File: config.mk
export PLATFORM = sky130hd
export DESIGN_NAME = format_spec_parser_core
export DESIGN_NICKNAME = d
export VERILOG_FILES = /design/src/hdl/fsp_pkg.sv /design/src/hdl/fsp_accum.sv /design/src/hdl/fsp_scan.sv /design/src/hdl/format_spec_parser_core.sv
export SDC_FILE = /design/constraint.sdc
export NUM_CORES = 1
export LEC_CHECK = 0
export BUFFER_PORTS_ARGS = -buffer_cell sky130_fd_sc_hd__buf_2
export CAP_MARGIN = 20
export CORE_MARGIN = 2
export CORE_UTILIZATION = 60
export CTS_BUF_LIST = sky130_fd_sc_hd__clkbuf_16
export CTS_CLUSTER_DIAMETER = 50
export CTS_CLUSTER_SIZE = 28
export DETAILED_ROUTE_END_ITERATION = 7
export PLACE_DENSITY = 0.86
export SLEW_MARGIN = 5
export SYNTH_ARGS = -nofsm -noshare
export SYNTH_HDL_FRONTEND = slang
export SYNTH_SLANG_ARGS = --single-unit
File: constraint.sdc
create_clock -name i_clk -period 4.6 [get_ports i_clk]
set_input_delay 0.23 -clock i_clk [delete_from_list [all_inputs] [get_ports i_clk]]
set_output_delay 0.23 -clock i_clk [all_outputs]
set_load 0.05 [all_outputs]
File: src/hdl/fsp_pkg.sv
// ----------------------------------------------------------------------------
// fsp_pkg
// Shared types, character codes and helpers for the format specifier parser.
// ----------------------------------------------------------------------------
package fsp_pkg;

    localparam int NUMBER_BITS_DEF = 16;

    localparam int IN_DATA_W  = 8;
    localparam int CONV_W     = 4;
    localparam int OUT_NUM_W  = 16;
    localparam int OUT_BITS   = CONV_W + 6 + 2 * OUT_NUM_W;
    localparam int OUT_DATA_W = ((OUT_BITS + 7) / 8) * 8;

    // Conversion codes
    localparam logic [CONV_W-1:0] CONV_PERCENT = 4'd0;
    localparam logic [CONV_W-1:0] CONV_CHAR    = 4'd1;
    localparam logic [CONV_W-1:0] CONV_STRING  = 4'd2;
    localparam logic [CONV_W-1:0] CONV_DEC_D   = 4'd3;
    localparam logic [CONV_W-1:0] CONV_DEC_I   = 4'd4;
    localparam logic [CONV_W-1:0] CONV_UNSIGN  = 4'd5;
    localparam logic [CONV_W-1:0] CONV_POINTER = 4'd6;
    localparam logic [CONV_W-1:0] CONV_HEX_LO  = 4'd7;
    localparam logic [CONV_W-1:0] CONV_HEX_UP  = 4'd8;
    localparam logic [CONV_W-1:0] CONV_INVALID = 4'd9;

    // Character codes
    localparam logic [7:0] CH_PERCENT = 8'h25;
    localparam logic [7:0] CH_C       = 8'h63;
    localparam logic [7:0] CH_S       = 8'h73;
    localparam logic [7:0] CH_D       = 8'h64;
    localparam logic [7:0] CH_I       = 8'h69;
    localparam logic [7:0] CH_U       = 8'h75;
    localparam logic [7:0] CH_P       = 8'h70;
    localparam logic [7:0] CH_X_LO    = 8'h78;
    localparam logic [7:0] CH_X_UP    = 8'h58;
    localparam logic [7:0] CH_DASH    = 8'h2D;
    localparam logic [7:0] CH_HASH    = 8'h23;
    localparam logic [7:0] CH_PLUS    = 8'h2B;
    localparam logic [7:0] CH_SPACE   = 8'h20;
    localparam logic [7:0] CH_DOT     = 8'h2E;
    localparam logic [7:0] CH_ZERO    = 8'h30;
    localparam logic [7:0] CH_ONE     = 8'h31;
    localparam logic [7:0] CH_NINE    = 8'h39;

    typedef struct packed {
        logic [OUT_NUM_W-1:0] precision_value;
        logic [OUT_NUM_W-1:0] field_width;
        logic                 plus_sign;
        logic                 space_sign;
        logic                 alternate_form;
        logic                 has_precision;
        logic                 zero_pad;
        logic                 left_justify;
        logic [CONV_W-1:0]    conversion;
    } t_result;

    typedef struct packed {
        logic    emit;
        t_result result;
    } t_scan_out;

    function automatic logic [CONV_W-1:0] conv_code(input logic [7:0] b);
        logic [CONV_W-1:0] c;
        unique case (b)
            CH_PERCENT: c = CONV_PERCENT;
            CH_C:       c = CONV_CHAR;
            CH_S:       c = CONV_STRING;
            CH_D:       c = CONV_DEC_D;
            CH_I:       c = CONV_DEC_I;
            CH_U:       c = CONV_UNSIGN;
            CH_P:       c = CONV_POINTER;
            CH_X_LO:    c = CONV_HEX_LO;
            CH_X_UP:    c = CONV_HEX_UP;
            default:    c = CONV_INVALID;
        endcase
        return c;
    endfunction

endpackage

File: src/hdl/fsp_accum.sv
// ----------------------------------------------------------------------------
// fsp_accum
// Saturating decimal accumulator step: acc * 10 + digit, clamped to all ones.
// ----------------------------------------------------------------------------
module fsp_accum
    import fsp_pkg::*;
#(
    parameter int NUMBER_BITS = NUMBER_BITS_DEF
) (
    input  logic [NUMBER_BITS-1:0] i_acc,
    input  logic [3:0]             i_digit,
    output logic [NUMBER_BITS-1:0] o_acc
);

    localparam int WIDE_W = NUMBER_BITS + 4;
    localparam logic [NUMBER_BITS-1:0] LIMIT = {NUMBER_BITS{1'b1}};

    logic [WIDE_W-1:0] w_ext;
    logic [WIDE_W-1:0] w_sum;

    assign w_ext = WIDE_W'(i_acc);
    // times ten as shift-and-add
    assign w_sum = (w_ext << 3) + (w_ext << 1) + WIDE_W'(i_digit);
    assign o_acc = (w_sum > WIDE_W'(LIMIT)) ? LIMIT : w_sum[NUMBER_BITS-1:0];

endmodule

File: src/hdl/fsp_scan.sv
// ----------------------------------------------------------------------------
// fsp_scan
// Scan state (mode, flags, width and precision) and its per-byte update.
// ----------------------------------------------------------------------------
module fsp_scan
    import fsp_pkg::*;
#(
    parameter int NUMBER_BITS = NUMBER_BITS_DEF
) (
    input  logic      i_clk,
    input  logic      i_rst_n,
    input  logic      i_step,
    input  logic [7:0] i_byte,
    output t_scan_out o_scan
);

    localparam logic [1:0] MODE_FLAGS = 2'd0;
    localparam logic [1:0] MODE_WIDTH = 2'd1;
    localparam logic [1:0] MODE_DOT   = 2'd2;
    localparam logic [1:0] MODE_PREC  = 2'd3;

    localparam int FB_DASH  = 0;
    localparam int FB_ZERO  = 1;
    localparam int FB_DOT   = 2;
    localparam int FB_HASH  = 3;
    localparam int FB_SPACE = 4;
    localparam int FB_PLUS  = 5;

    localparam int EXT_W = (NUMBER_BITS > OUT_NUM_W) ? NUMBER_BITS : OUT_NUM_W;
    localparam logic [EXT_W-1:0] OUT_MAX = EXT_W'({OUT_NUM_W{1'b1}});

    logic [1:0]             r_mode,  n_mode;
    logic [5:0]             r_flags, n_flags;
    logic [NUMBER_BITS-1:0] r_wacc,  n_wacc;
    logic [NUMBER_BITS-1:0] r_pacc,  n_pacc;

    logic                   w_digit;
    logic                   w_nonzero;
    logic [3:0]             w_dval;
    logic [NUMBER_BITS-1:0] w_wacc_in, w_pacc_in;
    logic [NUMBER_BITS-1:0] w_wacc_step, w_pacc_step;
    logic [EXT_W-1:0]       w_wext, w_pext;
    logic                   w_emit;
    t_result                w_res;

    assign w_digit   = (i_byte >= CH_ZERO) && (i_byte <= CH_NINE);
    assign w_nonzero = (i_byte >= CH_ONE)  && (i_byte <= CH_NINE);
    assign w_dval    = i_byte[3:0];

    // a new run starts from zero
    assign w_wacc_in = (r_mode == MODE_WIDTH) ? r_wacc : '0;
    assign w_pacc_in = (r_mode == MODE_PREC)  ? r_pacc : '0;

    fsp_accum #(.NUMBER_BITS(NUMBER_BITS)) u_wacc (
        .i_acc   (w_wacc_in),
        .i_digit (w_dval),
        .o_acc   (w_wacc_step)
    );

    fsp_accum #(.NUMBER_BITS(NUMBER_BITS)) u_pacc (
        .i_acc   (w_pacc_in),
        .i_digit (w_dval),
        .o_acc   (w_pacc_step)
    );

    assign w_wext = EXT_W'(r_wacc);
    assign w_pext = EXT_W'(r_pacc);

    always_comb begin
        w_res.conversion      = conv_code(i_byte);
        w_res.left_justify    = r_flags[FB_DASH];
        w_res.zero_pad        = r_flags[FB_ZERO];
        w_res.has_precision   = r_flags[FB_DOT];
        w_res.alternate_form  = r_flags[FB_HASH];
        w_res.space_sign      = r_flags[FB_SPACE];
        w_res.plus_sign       = r_flags[FB_PLUS];
        w_res.field_width     = (w_wext > OUT_MAX) ? {OUT_NUM_W{1'b1}}
                                                   : w_wext[OUT_NUM_W-1:0];
        w_res.precision_value = (w_pext > OUT_MAX) ? {OUT_NUM_W{1'b1}}
                                                   : w_pext[OUT_NUM_W-1:0];
    end

    always_comb begin
        n_mode  = r_mode;
        n_flags = r_flags;
        n_wacc  = r_wacc;
        n_pacc  = r_pacc;
        w_emit  = 1'b0;
        priority if ((r_mode == MODE_WIDTH) && w_digit) begin
            n_wacc = w_wacc_step;
        end else if ((r_mode == MODE_PREC) && w_digit) begin
            n_pacc = w_pacc_step;
        end else if ((r_mode == MODE_DOT) && w_nonzero) begin
            n_pacc = w_pacc_step;
            n_mode = MODE_PREC;
        end else begin
            // flag scanning
            n_mode = MODE_FLAGS;
            priority if (i_byte == CH_DASH) begin
                n_flags[FB_DASH] = 1'b1;
            end else if (i_byte == CH_ZERO) begin
                n_flags[FB_ZERO] = 1'b1;
            end else if (i_byte == CH_HASH) begin
                n_flags[FB_HASH] = 1'b1;
            end else if (i_byte == CH_SPACE) begin
                n_flags[FB_SPACE] = 1'b1;
            end else if (i_byte == CH_PLUS) begin
                n_flags[FB_PLUS] = 1'b1;
            end else if (i_byte == CH_DOT) begin
                n_flags[FB_DOT] = 1'b1;
                n_mode          = MODE_DOT;
            end else if (w_nonzero) begin
                n_wacc = w_wacc_step;
                n_mode = MODE_WIDTH;
            end else begin
                // terminator: emit and return to reset state
                w_emit  = 1'b1;
                n_flags = '0;
                n_wacc  = '0;
                n_pacc  = '0;
            end
        end
    end

    always_ff @(posedge i_clk) begin
        if (!i_rst_n) begin
            r_mode  <= MODE_FLAGS;
            r_flags <= '0;
            r_wacc  <= '0;
            r_pacc  <= '0;
        end else if (i_step) begin
            r_mode  <= n_mode;
            r_flags <= n_flags;
            r_wacc  <= n_wacc;
            r_pacc  <= n_pacc;
        end
    end

    assign o_scan.emit   = i_step && w_emit;
    assign o_scan.result = w_res;

`ifndef SYNTHESIS
    a_emit_clears: assert property (@(posedge i_clk) disable iff (!i_rst_n)
        o_scan.emit |=> (r_mode == MODE_FLAGS) && (r_flags == '0)
                        && (r_wacc == '0) && (r_pacc == '0))
        else $error("scan state not cleared after terminator");

    a_dot_flag: assert property (@(posedge i_clk) disable iff (!i_rst_n)
        (r_mode == MODE_DOT) || (r_mode == MODE_PREC) |-> r_flags[FB_DOT])
        else $error("dot or precision mode without dot flag");

    a_emit_mode: assert property (@(posedge i_clk) disable iff (!i_rst_n)
        o_scan.emit && (r_mode == MODE_WIDTH) |-> !w_digit)
        else $error("terminator taken inside a width run");
`endif

endmodule

File: src/hdl/format_spec_parser_core.sv
// ----------------------------------------------------------------------------
// format_spec_parser_core
// Parses the bytes of a format specifier after the percent sign and emits
// one result item per conversion letter or invalid byte.
// ----------------------------------------------------------------------------
// Path: an accepted item is held in the input register, then moves through
//   the scanner into the result register once that is free, where it can be
//   taken; bytes that do not end a specifier emit nothing.
// Throughput: 1 item per cycle while m_axis_tready keeps the result slot free;
//   scan update: shift-and-add and compare, between input and result registers.
// Reset: i_rst_n is synchronous, active low; it empties both registers and
//   returns the scanner to flag scanning with all flags and counts at zero.
// ----------------------------------------------------------------------------
module format_spec_parser_core
    import fsp_pkg::*;
#(
    parameter int NUMBER_BITS = NUMBER_BITS_DEF
) (
    input  logic                  i_clk,
    input  logic                  i_rst_n,
    // slave side: one specifier byte per item
    input  logic                  s_axis_tvalid,
    output logic                  s_axis_tready,
    input  logic [IN_DATA_W-1:0]  s_axis_tdata,   // [7:0] input_byte
    // master side: one result per terminating byte
    output logic                  m_axis_tvalid,
    input  logic                  m_axis_tready,
    // [3:0] conversion, [4] left_justify, [5] zero_pad, [6] has_precision,
    // [7] alternate_form, [8] space_sign, [9] plus_sign, [25:10] field_width,
    // [41:26] precision_value, [47:42] zero
    output logic [OUT_DATA_W-1:0] m_axis_tdata
);

    logic                 r_in_valid;
    logic [7:0]           r_in_byte;
    logic                 r_out_valid;
    t_result              r_out_res;

    logic                 w_out_free;
    logic                 w_advance;
    logic                 w_in_acc;
    t_scan_out            w_scan;

    // result slot is free when empty or being drained this cycle
    assign w_out_free    = !r_out_valid || m_axis_tready;
    // the held byte moves through the scanner once the result slot is free
    assign w_advance     = r_in_valid && w_out_free;
    assign s_axis_tready = !r_in_valid || w_advance;
    assign w_in_acc      = s_axis_tvalid && s_axis_tready;

    // input register
    always_ff @(posedge i_clk) begin
        if (!i_rst_n) begin
            r_in_valid <= 1'b0;
        end else if (w_in_acc) begin
            r_in_valid <= 1'b1;
        end else if (w_advance) begin
            r_in_valid <= 1'b0;
        end
    end

    always_ff @(posedge i_clk) begin
        if (w_in_acc) begin
            r_in_byte <= s_axis_tdata;
        end
    end

    fsp_scan #(.NUMBER_BITS(NUMBER_BITS)) u_scan (
        .i_clk   (i_clk),
        .i_rst_n (i_rst_n),
        .i_step  (w_advance),
        .i_byte  (r_in_byte),
        .o_scan  (w_scan)
    );

    // result register: load on a terminator, drop when taken
    always_ff @(posedge i_clk) begin
        if (!i_rst_n) begin
            r_out_valid <= 1'b0;
        end else if (w_scan.emit) begin
            r_out_valid <= 1'b1;
        end else if (m_axis_tready) begin
            r_out_valid <= 1'b0;
        end
    end

    always_ff @(posedge i_clk) begin
        if (w_scan.emit) begin
            r_out_res <= w_scan.result;
        end
    end

    assign m_axis_tvalid = r_out_valid;
    assign m_axis_tdata  = OUT_DATA_W'(r_out_res);

`ifndef SYNTHESIS
    a_in_held: assert property (@(posedge i_clk) disable iff (!i_rst_n)
        w_in_acc |=> r_in_valid)
        else $error("accepted item not held in input register");

    a_no_overwrite: assert property (@(posedge i_clk) disable iff (!i_rst_n)
        w_scan.emit |-> w_out_free)
        else $error("result register overwritten before taken");

    a_conv_range: assert property (@(posedge i_clk) disable iff (!i_rst_n)
        r_out_valid |-> (r_out_res.conversion <= CONV_INVALID))
        else $error("conversion code out of range");
`endif

endmodule

Word level (Yosys, flattened, before mapping)
Cells that the tools add are included.
Widths: inputs -> output; s select.
{ "totals": {"regBits": 92} }
{ "classes": {"n_eq_ne": 54, "reduce_logical": 23, "magnitude_cmp": 7, "muxes": 76, "add_sub_neg": 4, "n_bitwise": 8} }
{ "ops": {"columns": ["cell", "n"], "rows": [
  ["$mux 16", 23],
  ["$eq 8x7->1 const B", 8],
  ["$mux 6", 10],
  ["$reduce_and 10->1", 6],
  ["$eq 8x6->1 const B", 7],
  ["$add 19x17->20", 2],
  ["$add 20x4->20", 2],
  ["$gt 20x16->1 const B", 2],
  ["$ne 2x1->1 const B", 20],
  ["$pmux 4 s9", 1],
  ["$gt 16x16->1 const B", 2],
  ["$mux 3", 9],
  ["$mux 1", 22],
  ["$mux 2", 9],
  ["$ne 3x1->1 const B", 6],
  ["$reduce_and 9->1", 2],
  ["$ge 8x6->1 const B", 2],
  ["$ne 10x10->1 const B", 1],
  ["$ne 9x1->1 const B", 1],
  ["$ne 9x9->1 const B", 1],
  ["$le 8x6->1 const B", 1],
  ["$logic_and 1x1->1", 8],
  ["$ne 8x1->1 const B", 1],
  ["$ne 8x8->1 const B", 1],
  ["other kinds (14)", 25]
]} }

Depth between registers and ports, before layout
Gate-level depths: netlist of run 1.
{ "logic_depth": {"ltp_word": 26, "mapped_depth": 15, "ltp_nobuf": 13} }

Cells and area by module
From an unflattened synthesis of run 1, not the netlist that was laid out.
{ "hier_totals": {"hier_cells": 589, "area_unflattened_um2": 6100.9} }
{ "modules_own_cells": {"columns": ["mod", "instances", "cells_each", "area_each_um2", "seq_area_each_um2"], "rows": [
  ["fsp_scan", 1, 226, 2042.0, 800.8],
  ["format_spec_parser_core", 1, 66, 1654.1, 1541.5],
  ["fsp_accum at u_scan.u_wacc", 1, 147, 1204.9, 0.0],
  ["fsp_accum at u_scan.u_pacc", 1, 150, 1199.9, 0.0]
]} }

Worst setup path before layout of run 1
OpenSTA, ideal clock, no wires.
{ "synth_path": {"path_kind": "register to register", "startpoint": "register u_scan.r_mode[0]", "endpoint": "register u_scan.r_wacc[10]", "synth_period_minus_slack_ps": 3845, "arrival_time_ps": 3723, "t_required_ps": 4478, "setup_slack_ps": 755, "path_stages_with_launch": 15, "n_path_buf": 2, "setup_time_ps": 122, "cell_sequence": "dfxtp_1 > nor2b_1 > clkbuf_1 > nand2_1 > xnor2_1 > ha_1 > fa_1 > a21oi_1 > o211ai_1 > a21o_1 > or4_1 > a41o_1 > o31a_4 > buf_6 > a221o_1"} }
{ "synth_via": {"elab_chain_len": 16, "elab_cells_between_ends": 30, "classes_between": "add/sub (2); order compare (1); eq/ne (11); mux (12); reduce/logical (4)"} }
{ "synth_lines": {"columns": ["element", "line_no", "rtl"], "rows": [
  ["from (decl)", "fsp_scan.sv:32", "logic [1:0] r_mode, n_mode;"],
  ["from (signal assigned)", "fsp_scan.sv:132", "r_mode <= n_mode;"],
  ["$eq 2x1->1", "fsp_scan.sv:51, fsp_scan.sv:89", null],
  ["$mux 16", "fsp_scan.sv:51", "assign w_wacc_in = (r_mode == MODE_WIDTH) ? r_wacc : '0;"],
  ["$add 19x17->20", "fsp_accum.sv:23", "assign w_sum = (w_ext << 3) + (w_ext << 1) + WIDE_W'(i_digit);"],
  ["$add 20x4->20", "fsp_accum.sv:23", null],
  ["$gt 20x16->1", "fsp_accum.sv:24", "assign o_acc = (w_sum > WIDE_W'(LIMIT)) ? LIMIT : w_sum[NUMBER_BITS-1:0];"],
  ["$mux 16", "fsp_accum.sv:24", null],
  ["$mux 16", "fsp_scan.sv:112", "end else if (w_nonzero) begin"],
  ["$mux 16", "fsp_scan.sv:109", "end else if (i_byte == CH_DOT) begin"],
  ["$mux 16", "fsp_scan.sv:107", "end else if (i_byte == CH_PLUS) begin"],
  ["$mux 16", "fsp_scan.sv:105", "end else if (i_byte == CH_SPACE) begin"],
  ["$mux 16", "fsp_scan.sv:103", "end else if (i_byte == CH_HASH) begin"],
  ["$mux 16", "fsp_scan.sv:101", "end else if (i_byte == CH_ZERO) begin"],
  ["$mux 16", "fsp_scan.sv:99", "priority if (i_byte == CH_DASH) begin"],
  ["$mux 16", "fsp_scan.sv:93", "end else if ((r_mode == MODE_DOT) && w_nonzero) begin"],
  ["$mux 16", "fsp_scan.sv:91", "end else if ((r_mode == MODE_PREC) && w_digit) begin"],
  ["$mux 16", "fsp_scan.sv:89", "priority if ((r_mode == MODE_WIDTH) && w_digit) begin"],
  ["to (signal assigned)", "fsp_scan.sv:134", "r_wacc <= n_wacc;"],
  ["to (decl)", "fsp_scan.sv:34", "logic [NUMBER_BITS-1:0] r_wacc, n_wacc;"]
]} }
Several ways; a longest one is shown, not always the timed one. The select of a mux whose other input is x is not followed.
A chain may end at the register's enable or synchronous reset.

Worst setup path in the final report of run 1
{ "layout_path": {"startpoint": "register u_scan.r_mode[0]", "endpoint": "register u_scan.r_wacc[14]"} }
The elaborated chain is that of the path after synthesis.

==> flow_summary.html, run 1 <==
<table>
<tr><th>Metric</th><th>Value</th></tr>
<tr><th colspan="2">Final layout</th></tr>
<tr><td>Post-route standard cell area excluding fillers</td><td>approximately 6400 um2</td></tr>
<tr><td>Share of the core filled with cells</td><td>0.6933</td></tr>
<tr><td>Number of standard cells in the final layout excluding fillers</td><td>755</td></tr>
<tr><td>Total inserted antenna cells</td><td>0</td></tr>
<tr><td>Area added between synthesis and finish</td><td>11.96%</td></tr>
<tr><td>Nets</td><td>697</td></tr>
<tr><td>Share of post-route cells with drive strength above 1</td><td>0.1518</td></tr>
<tr><th colspan="2">Critical path</th></tr>
<tr><td>Slack of the worst reg-to-reg path</td><td>0.48 ns</td></tr>
<tr><td>R2r endpoint</td><td>u_scan.r_wacc[14]</td></tr>
<tr><td>Delay of the slowest cell on the worst path</td><td>0.47 ns</td></tr>
<tr><td>Crit path max-delay family</td><td>compound AO/OA/AOI/OAI gates</td></tr>
<tr><td>Data arrival time of the critical path</td><td>4.34 ns</td></tr>
<tr><td>Setup Crit Path Kind</td><td>flip-flop to flip-flop</td></tr>
<tr><td>Buffers and inverters on the worst path</td><td>0</td></tr>
<tr><td>Cells along the critical path</td><td>nor2b_1, nand2_1, xnor2_1, ha_1, fa_1, a21oi_1, o211ai_1, a21o_1, or4_1, a41o_1, o31a_4, a221o_1</td></tr>
<tr><td>Required time worst endpoint</td><td>approximately 4.8 ns</td></tr>
<tr><td>Sort of element at the end of the critical path</td><td>flip-flop</td></tr>
<tr><td>Worst Path Max Fanout</td><td>16</td></tr>
<tr><td>Number of cells on the worst reg-to-reg path</td><td>12</td></tr>
<tr><td>Launch point of the worst reg-to-reg path</td><td>u_scan.r_mode[0]</td></tr>
<tr><td>CP startpoint kind</td><td>flip-flop</td></tr>
<tr><td>Cell type of the slowest stage on the worst timing path</td><td>sky130_fd_sc_hd__nor2b_1</td></tr>
<tr><th colspan="2">Clock network</th></tr>
<tr><td>Number of sinks handled by clock tree synthesis</td><td>92</td></tr>
<tr><td>TritonCTS clock tree</td><td>yes</td></tr>
<tr><td>Number of levels in the clock H-tree</td><td>3</td></tr>
<tr><td>Resized cells post-CTS</td><td>0</td></tr>
<tr><td>Post-CTS Repair Setup Buffers</td><td>0</td></tr>
<tr><td>CTS Buf Count</td><td>9</td></tr>
<tr><td>Clk pin slew, worst setup/hold paths</td><td>0.07 ns</td></tr>
<tr><td>Maximum root-to-sink buffer count</td><td>2</td></tr>
<tr><td>CTS Root Cell</td><td>sky130_fd_sc_hd__clkbuf_16</td></tr>
<tr><td>Clk Latency, worst-skew pair</td><td>0.34 ns</td></tr>
<tr><td>Number of buffers added to fix hold violations after cts</td><td>0</td></tr>
<tr><th colspan="2">Drt</th></tr>
<tr><td>Initial drt markers</td><td>273</td></tr>
<tr><td>Remaining DRCs</td><td>0</td></tr>
<tr><td>Routed length per instance</td><td>around 17 um</td></tr>
<tr><td>Post-detailed-route count of antenna-violating nets</td><td>0</td></tr>
<tr><td>Router iterations before antenna repair</td><td>5</td></tr>
<tr><td>Sum of routed wire length over all layers</td><td>12.55 mm</td></tr>
<tr><td>Vias per Instance</td><td>about 6.2</td></tr>
<tr><td>Routed via count</td><td>4,694</td></tr>
<tr><th colspan="2">Placed design</th></tr>
<tr><td>Instance area after placement</td><td>6098 um2</td></tr>
<tr><td>Number of buffer cells added on primary ports</td><td>55</td></tr>
<tr><td>Minimum setup slack after placement</td><td>around 0.57 ns</td></tr>
<tr><td>Post-DP HPWL</td><td>8.879 mm</td></tr>
<tr><td>Final weighted congestion in routability-driven placement</td><td>between 0.9 and 1</td></tr>
<tr><td>Count of placed standard cells including taps</td><td>738</td></tr>
<tr><th colspan="2">Yosys</th></tr>
<tr><td>Post-synth top area cell</td><td>sky130_fd_sc_hd__edfxtp_1</td></tr>
<tr><td>Cell count after synthesis</td><td>569</td></tr>
<tr><td>Post-synthesis sequential area ratio</td><td>0.4094</td></tr>
<tr><td>Most frequently used flop master after synthesis</td><td>sky130_fd_sc_hd__edfxtp_1</td></tr>
<tr><td>Mean area per synthesized cell</td><td>10.06 um2</td></tr>
<tr><td>Main area contributors after synthesis</td><td>sky130_fd_sc_hd__edfxtp_1, sky130_fd_sc_hd__dfxtp_1, sky130_fd_sc_hd__ha_1</td></tr>
<tr><td>Flops &amp; latches, synth</td><td>92</td></tr>
<tr><td>Most frequent cell after synthesis</td><td>sky130_fd_sc_hd__ha_1</td></tr>
<tr><td>Count of flip-flops with a built-in enable after synthesis</td><td>50</td></tr>
<tr><td>Top cell type's share of synthesized area</td><td>0.2624</td></tr>
<tr><td>Warning count from the yosys run</td><td>0</td></tr>
<tr><td>Count of unique library cells instantiated by Yosys</td><td>69</td></tr>
<tr><td>Fraction of registers with async set/reset</td><td>0</td></tr>
<tr><td>Post-Synthesis Cell Area</td><td>5722 um2</td></tr>
<tr><td>Most frequent cells after synthesis</td><td>sky130_fd_sc_hd__ha_1, sky130_fd_sc_hd__edfxtp_1, sky130_fd_sc_hd__dfxtp_1</td></tr>
<tr><th colspan="2">Die</th></tr>
<tr><td>Core Box Area</td><td>9240 um2</td></tr>
<tr><td>Number of placement rows</td><td>35</td></tr>
<tr><td>Initial cell density of the core</td><td>0.6192</td></tr>
<tr><td>Die width</td><td>101.7 um</td></tr>
<tr><td>Number of I/O pins</td><td>62</td></tr>
<tr><td>DIE AREA</td><td>between 10,000 and 15,000 um2</td></tr>
<tr><td>DIE HEIGHT</td><td>101.7 um</td></tr>
<tr><th colspan="2">STA</th></tr>
<tr><td>Share of the clock period used by the worst path after layout</td><td>0.8964</td></tr>
<tr><td>Post-Route Skew</td><td>around 0.009 ns</td></tr>
<tr><td>Tightest hold margin</td><td>between 0.05 and 0.06 ns</td></tr>
<tr><td>Number of endpoints with negative hold slack in the final report</td><td>0</td></tr>
<tr><td>Setup ws final</td><td>0.4765 ns</td></tr>
<tr><td>Worst slew margin relative to its limit</td><td>0.3277</td></tr>
<tr><td>Final critical path time including I/O delays and setup</td><td>4.123 ns</td></tr>
<tr><td>Setup tns final</td><td>0 ns</td></tr>
<tr><td>Final setup vio count</td><td>0</td></tr>
<tr><td>Final slew viol count</td><td>0</td></tr>
<tr><td>Setup repair after global routing missed its margin</td><td>no</td></tr>
<tr><td>Actual transition at the worst max-transition pin</td><td>1.009 ns</td></tr>
<tr><td>Highest clock rate</td><td>242.5 MHz</td></tr>
<tr><th colspan="2">Global route</th></tr>
<tr><td>Grt ovf</td><td>0</td></tr>
<tr><td>All-layer global routing usage</td><td>0.2445</td></tr>
<tr><td>Pin count of the biggest net entering global routing</td><td>45</td></tr>
<tr><td>First-pass GRT wire length</td><td>20.20 mm</td></tr>
<tr><td>Antenna violations before repair</td><td>0</td></tr>
<tr><td>Number of global-route vias before repair</td><td>4,283</td></tr>
<tr><th colspan="2">Pwr</th></tr>
<tr><td>Power Dens Cells</td><td>between 200 and 300 nW/um2</td></tr>
<tr><td>Leak pwr</td><td>2.890 nW</td></tr>
<tr><td>Pwr Total</td><td>1.801 mW</td></tr>
<tr><td>Max rail drop VDD</td><td>0.2360 mV</td></tr>
<tr><th colspan="2">Min path</th></tr>
<tr><td>Hold Path Class</td><td>primary input to flip-flop</td></tr>
<tr><td>Destination of the worst hold path</td><td>r_in_byte[3]</td></tr>
<tr><td>Start point of the worst hold path</td><td>s_axis_tdata[3]</td></tr>
<tr><td>Cell depth of the worst min-delay path</td><td>1</td></tr>
<tr><th colspan="2">Run</th></tr>
<tr><td>Number of violations of the max-capacitance limit</td><td>0</td></tr>
<tr><th colspan="2">Outcome</th></tr>
<tr><td>Status</td><td>complete, no violations</td></tr>
</table>
[routing by layer]
layer | share of wire | routed length, um | up-vias | GRT usage
li1 | - | - | 2296 | -
met5 | 0 | 0 | - | 0
met2 | 0.48 | 6018 | 193 | 0.3887
met1 | 0.44 | 5520 | 2188 | 0.3388
met4 | 0.013 | 161 | 0 | 0.08212
met3 | 0.068 | 852 | 17 | 0.04279
[power breakdown]
part / internal, mW / switching [mW]
Clock: 0.424 / 0.314
Sequential: 0.890 / 0.0155
Combinational: 0.0348 / 0.123
Total: 1.35 / 0.452
[cell usage in the layout (no fill, tap or decap), drive strengths merged, types with 3 or more instances in the layout]
master and instances:
or3 3, o31ai 3, a32oi 4, a211oi 9, nand3 11, xor2 4
o211ai 5, conb 6, a21o 12, clkbuf 9, inv 14, o21ai 37
nor4 4, and3 19, a221o 16, a211o 8, xnor2 17, nand2 33
a31oi 4, o21bai 4, a21oi 40, and2 20, nor2b 3, nor2 40
buf 64, ha 62, o31a 3, nand2b 6, or4 6, nor3 9
dfxtp 42, or2 3, a22oi 11, edfxtp 50, or4b 3
[worst max-delay path by stage]
stage	from	to	slack, ns	cells after the start
after floorplan	u_scan.r_mode[0]	u_scan.r_wacc[10]	0.76	14
after global placement	u_scan.r_mode[0]	u_scan.r_wacc[2]	0.75	12
after detailed placement	u_scan.r_mode[0]	u_scan.r_wacc[15]	0.57	12
after CTS	u_scan.r_mode[0]	u_scan.r_wacc[14]	0.52	12
after global routing	u_scan.r_mode[0]	u_scan.r_wacc[2]	0.28	12
final	u_scan.r_mode[0]	u_scan.r_wacc[14]	0.48	12
[kinds of logic (layout without fill, tap and decap cells)]
group	Yosys count	after routing	share of synthesized area
AOI/OAI and AO/OA	177	177	0.2152
and+or+nand+nor	171	171	0.1599
DFF	92	92	0.4094
adders and majority gates	64	64	0.1426
buffers and inverters	39	91	0.03280
xor gates and xnor gates	21	21	0.03214
muxes	4	4	0.007435
other	1	6	0.0006554
[flip-flops by register name, indices dropped and copies added (netlist names)]
| signal | flops |
|---|---|
| r_in_byte | 8 |
| m_axis_tdata | 42 |
| u_scan.r_wacc | 16 |
| r_in_valid | 1 |
| u_scan.r_flags | 6 |
| u_scan.r_pacc | 16 |
| m_axis_tvalid | 1 |
| u_scan.r_mode | 2 |
[area by class of cell]
type                    count  area [um2]
repair buffers             64       342.8
clock buffers               9       225.2
multi-input cells         443        3218
clock inverters             7       75.07
fillers                   687        2834
flip-flops and latches     92        2342
well taps                 129       161.4
inverters                  11       41.29
No activity file was read; power rests on OpenSTA's default activity.
==> run 2: changes to the inputs <==
- PLACE_DENSITY: 0.86 -> 0.81
==> run 2 against run 1 <==
Against the previous run:
- core utilization decreased by 0.068 points
- first-iteration DRC count grew 24%
- cell count up 0.13%
- count of clock-buffer cells in the layout did not move
- clock skew grew 0.0024 ns
- global-route usage up 0.41 points
- sequential share of layout area about the same
- critical path type unchanged
- critical endpoint is now u_scan.r_wacc[7]
- via count is 0.79% higher
==> flow_summary.html, run 2 (synthesis results as in run 1) <==
<table>
<tr><th>Metric</th><th>Value</th></tr>
<tr><th colspan="2">Outcome</th></tr>
<tr><td>Status</td><td>complete, no violations</td></tr>
<tr><th colspan="2">Drt</th></tr>
<tr><td>Vias per Instance</td><td>6.258</td></tr>
<tr><td>Sum of routed wire length over all layers</td><td>about 13 mm</td></tr>
<tr><td>Routed via count</td><td>between 4,000 and 5,000</td></tr>
<tr><td>Initial drt markers</td><td>339</td></tr>
<tr><td>Routed length per instance</td><td>16.81 um</td></tr>
<tr><td>Router iterations before antenna repair</td><td>5</td></tr>
<tr><td>Remaining DRCs</td><td>0</td></tr>
<tr><td>Post-detailed-route count of antenna-violating nets</td><td>0</td></tr>
<tr><th colspan="2">Clock network</th></tr>
<tr><td>CTS Buf Count</td><td>9</td></tr>
<tr><td>Post-CTS Repair Setup Buffers</td><td>0</td></tr>
<tr><td>Maximum root-to-sink buffer count</td><td>2</td></tr>
<tr><td>Clk Latency, worst-skew pair</td><td>0.35 ns</td></tr>
<tr><td>Number of levels in the clock H-tree</td><td>3</td></tr>
<tr><td>CTS Root Cell</td><td>sky130_fd_sc_hd__clkbuf_16</td></tr>
<tr><td>Clk pin slew, worst setup/hold paths</td><td>0.07 ns</td></tr>
<tr><td>TritonCTS clock tree</td><td>yes</td></tr>
<tr><td>Resized cells post-CTS</td><td>0</td></tr>
<tr><td>Number of sinks handled by clock tree synthesis</td><td>around 90</td></tr>
<tr><td>Number of buffers added to fix hold violations after cts</td><td>0</td></tr>
<tr><th colspan="2">Pwr</th></tr>
<tr><td>Power Dens Cells</td><td>between 200 and 300 nW/um2</td></tr>
<tr><td>Leak pwr</td><td>2.883 nW</td></tr>
<tr><td>Max rail drop VDD</td><td>0.2176 mV</td></tr>
<tr><th colspan="2">Placed design</th></tr>
<tr><td>Final weighted congestion in routability-driven placement</td><td>0.8860</td></tr>
<tr><td>Minimum setup slack after placement</td><td>0.6502 ns</td></tr>
<tr><td>Number of buffer cells added on primary ports</td><td>55</td></tr>
<tr><td>Count of placed standard cells including taps</td><td>739</td></tr>
<tr><td>Post-DP HPWL</td><td>between 9 and 10 mm</td></tr>
<tr><th colspan="2">Die</th></tr>
<tr><td>Core Box Area</td><td>9240 um2</td></tr>
<tr><td>Initial cell density of the core</td><td>0.6192</td></tr>
<tr><td>Die width</td><td>just over 100 um</td></tr>
<tr><td>Number of I/O pins</td><td>62</td></tr>
<tr><td>DIE HEIGHT</td><td>101.7 um</td></tr>
<tr><td>Number of placement rows</td><td>35</td></tr>
<tr><td>DIE AREA</td><td>10,330 um2</td></tr>
<tr><th colspan="2">Critical path</th></tr>
<tr><td>Required time worst endpoint</td><td>roughly 4.8 ns</td></tr>
<tr><td>Sort of element at the end of the critical path</td><td>flip-flop</td></tr>
<tr><td>CP startpoint kind</td><td>flip-flop</td></tr>
<tr><td>Slack of the worst reg-to-reg path</td><td>0.56 ns</td></tr>
<tr><td>Number of cells on the worst reg-to-reg path</td><td>12</td></tr>
<tr><td>Crit path max-delay family</td><td>compound AO/OA/AOI/OAI gates</td></tr>
<tr><td>Buffers and inverters on the worst path</td><td>1</td></tr>
<tr><td>Setup Crit Path Kind</td><td>flip-flop to flip-flop</td></tr>
<tr><td>Launch point of the worst reg-to-reg path</td><td>u_scan.r_mode[0]</td></tr>
<tr><td>Data arrival time of the critical path</td><td>4.27 ns</td></tr>
<tr><td>Endpoint of the most critical setup path</td><td>u_scan.r_wacc[7]</td></tr>
<tr><td>Cell type of the slowest stage on the worst timing path</td><td>sky130_fd_sc_hd__fa_1</td></tr>
<tr><td>Cell count along the critical path</td><td>12</td></tr>
<tr><td>Cells along the critical path</td><td>nor2b_1, buf_4, and2_1, ha_1, fa_1, a21oi_1, o211ai_1, a21o_1, or4_1, a41o_1, o31a_4, a221o_1</td></tr>
<tr><td>Delay of the slowest cell on the worst path</td><td>0.47 ns</td></tr>
<tr><td>R2r endpoint</td><td>u_scan.r_wacc[7]</td></tr>
<tr><td>Worst Path Max Fanout</td><td>16</td></tr>
<tr><td>Worst setup path startpoint</td><td>u_scan.r_mode[0]</td></tr>
<tr><th colspan="2">Global route</th></tr>
<tr><td>All-layer global routing usage</td><td>0.2485</td></tr>
<tr><td>First-pass GRT wire length</td><td>just over 20 mm</td></tr>
<tr><td>Pin count of the biggest net entering global routing</td><td>45</td></tr>
<tr><td>Grt ovf</td><td>0</td></tr>
<tr><td>Number of global-route vias before repair</td><td>4,246</td></tr>
<tr><td>Antenna violations before repair</td><td>0</td></tr>
<tr><th colspan="2">STA</th></tr>
<tr><td>Final critical path time including I/O delays and setup</td><td>between 4 and 5 ns</td></tr>
<tr><td>Final slew viol count</td><td>0</td></tr>
<tr><td>Final setup vio count</td><td>0</td></tr>
<tr><td>Actual transition at the worst max-transition pin</td><td>1.027 ns</td></tr>
<tr><td>Share of the clock period used by the worst path after layout</td><td>0.8777</td></tr>
<tr><td>Number of endpoints with negative hold slack in the final report</td><td>0</td></tr>
<tr><td>Worst slew margin relative to its limit</td><td>0.3151</td></tr>
<tr><td>Setup repair after global routing missed its margin</td><td>no</td></tr>
<tr><td>Setup ws final</td><td>approximately 0.56 ns</td></tr>
<tr><td>Highest clock rate</td><td>247.7 MHz</td></tr>
<tr><td>Setup tns final</td><td>0 ns</td></tr>
<tr><td>Post-Route Skew</td><td>0.01157 ns</td></tr>
<tr><th colspan="2">Final layout</th></tr>
<tr><td>Nets</td><td>698</td></tr>
<tr><td>Number of standard cells in the final layout excluding fillers</td><td>756</td></tr>
<tr><td>Most common library cell in the layout ignoring fill and taps</td><td>sky130_fd_sc_hd__ha_1</td></tr>
<tr><td>Share of post-route cells with drive strength above 1</td><td>0.1531</td></tr>
<tr><td>Largest register FFs</td><td>42</td></tr>
<tr><td>Area added between synthesis and finish</td><td>11.85%</td></tr>
<tr><td>Total inserted antenna cells</td><td>0</td></tr>
<tr><td>Most used cells in the layout excluding fill and tap cells</td><td>sky130_fd_sc_hd__ha_1, sky130_fd_sc_hd__buf_2, sky130_fd_sc_hd__edfxtp_1, sky130_fd_sc_hd__dfxtp_1</td></tr>
<tr><td>Share of the core filled with cells</td><td>0.6926</td></tr>
<tr><th colspan="2">Run</th></tr>
<tr><td>Number of violations of the max-capacitance limit</td><td>0</td></tr>
<tr><th colspan="2">Min path</th></tr>
<tr><td>Hold Path Class</td><td>primary input to flip-flop</td></tr>
</table>
[run 2: changes by cell type in the layout (fill, tap and decap cells not counted), sizes merged]
cell | previous run | this run
clkinv | 1 | 3
buf | 64 | 65
bufinv | 1 | 0
inv | 14 | 13
[run 2: through the flow]
step	power, mW	hold WS (ns)	area, um2
after floorplan	1.043	0.3289	5741
after global placement	1.076	0.4079	6106
after detailed placement	1.080	0.4088	6106
after CTS	1.769	0.05111	6392
after global routing	1.816	0.04238	6400
final	1.763	0.05002	6400
[run 2: how the worst min path moves through the flow]
stage / start / end / slack [ns] / cells past startpoint
6_report: s_axis_tdata[2] / r_in_byte[2] / 0.05 / 1
5_1_grt: s_axis_tdata[0] / r_in_byte[0] / 0.04 / 1
4_1_cts: s_axis_tdata[2] / r_in_byte[2] / 0.05 / 1
3_5_place_dp: s_axis_tdata[0] / r_in_byte[0] / 0.41 / 1
3_3_place_gp: s_axis_tdata[2] / r_in_byte[2] / 0.41 / 1
2_1_floorplan: s_axis_tdata[0] / r_in_byte[0] / 0.33 / 0
[run 2: area by class of cell]
| type | instances | area (um2) |
|---|---|---|
| timing repair buffer | 65 | 350.3 |
| clock inverter | 7 | 61.31 |
| tap | 129 | 161.4 |
| multi-input combinational | 443 | 3218 |
| clock buffer | 9 | 225.2 |
| sequential | 92 | 2342 |
| inverter | 11 | 41.29 |
| fill | 720 | 2840 |
[run 2: routing by layer]
layer	GRT usage	wire, um
met5	0	0
met4	0.09148	255
met3	0.04900	887
met2	0.3952	5961
met1	0.3371	5607
[run 2: where the power goes]
group          internal (mW)  switching, mW  total, mW
clock network          0.373          0.325      0.698
registers              0.890         0.0145      0.905
logic                 0.0354          0.124      0.160
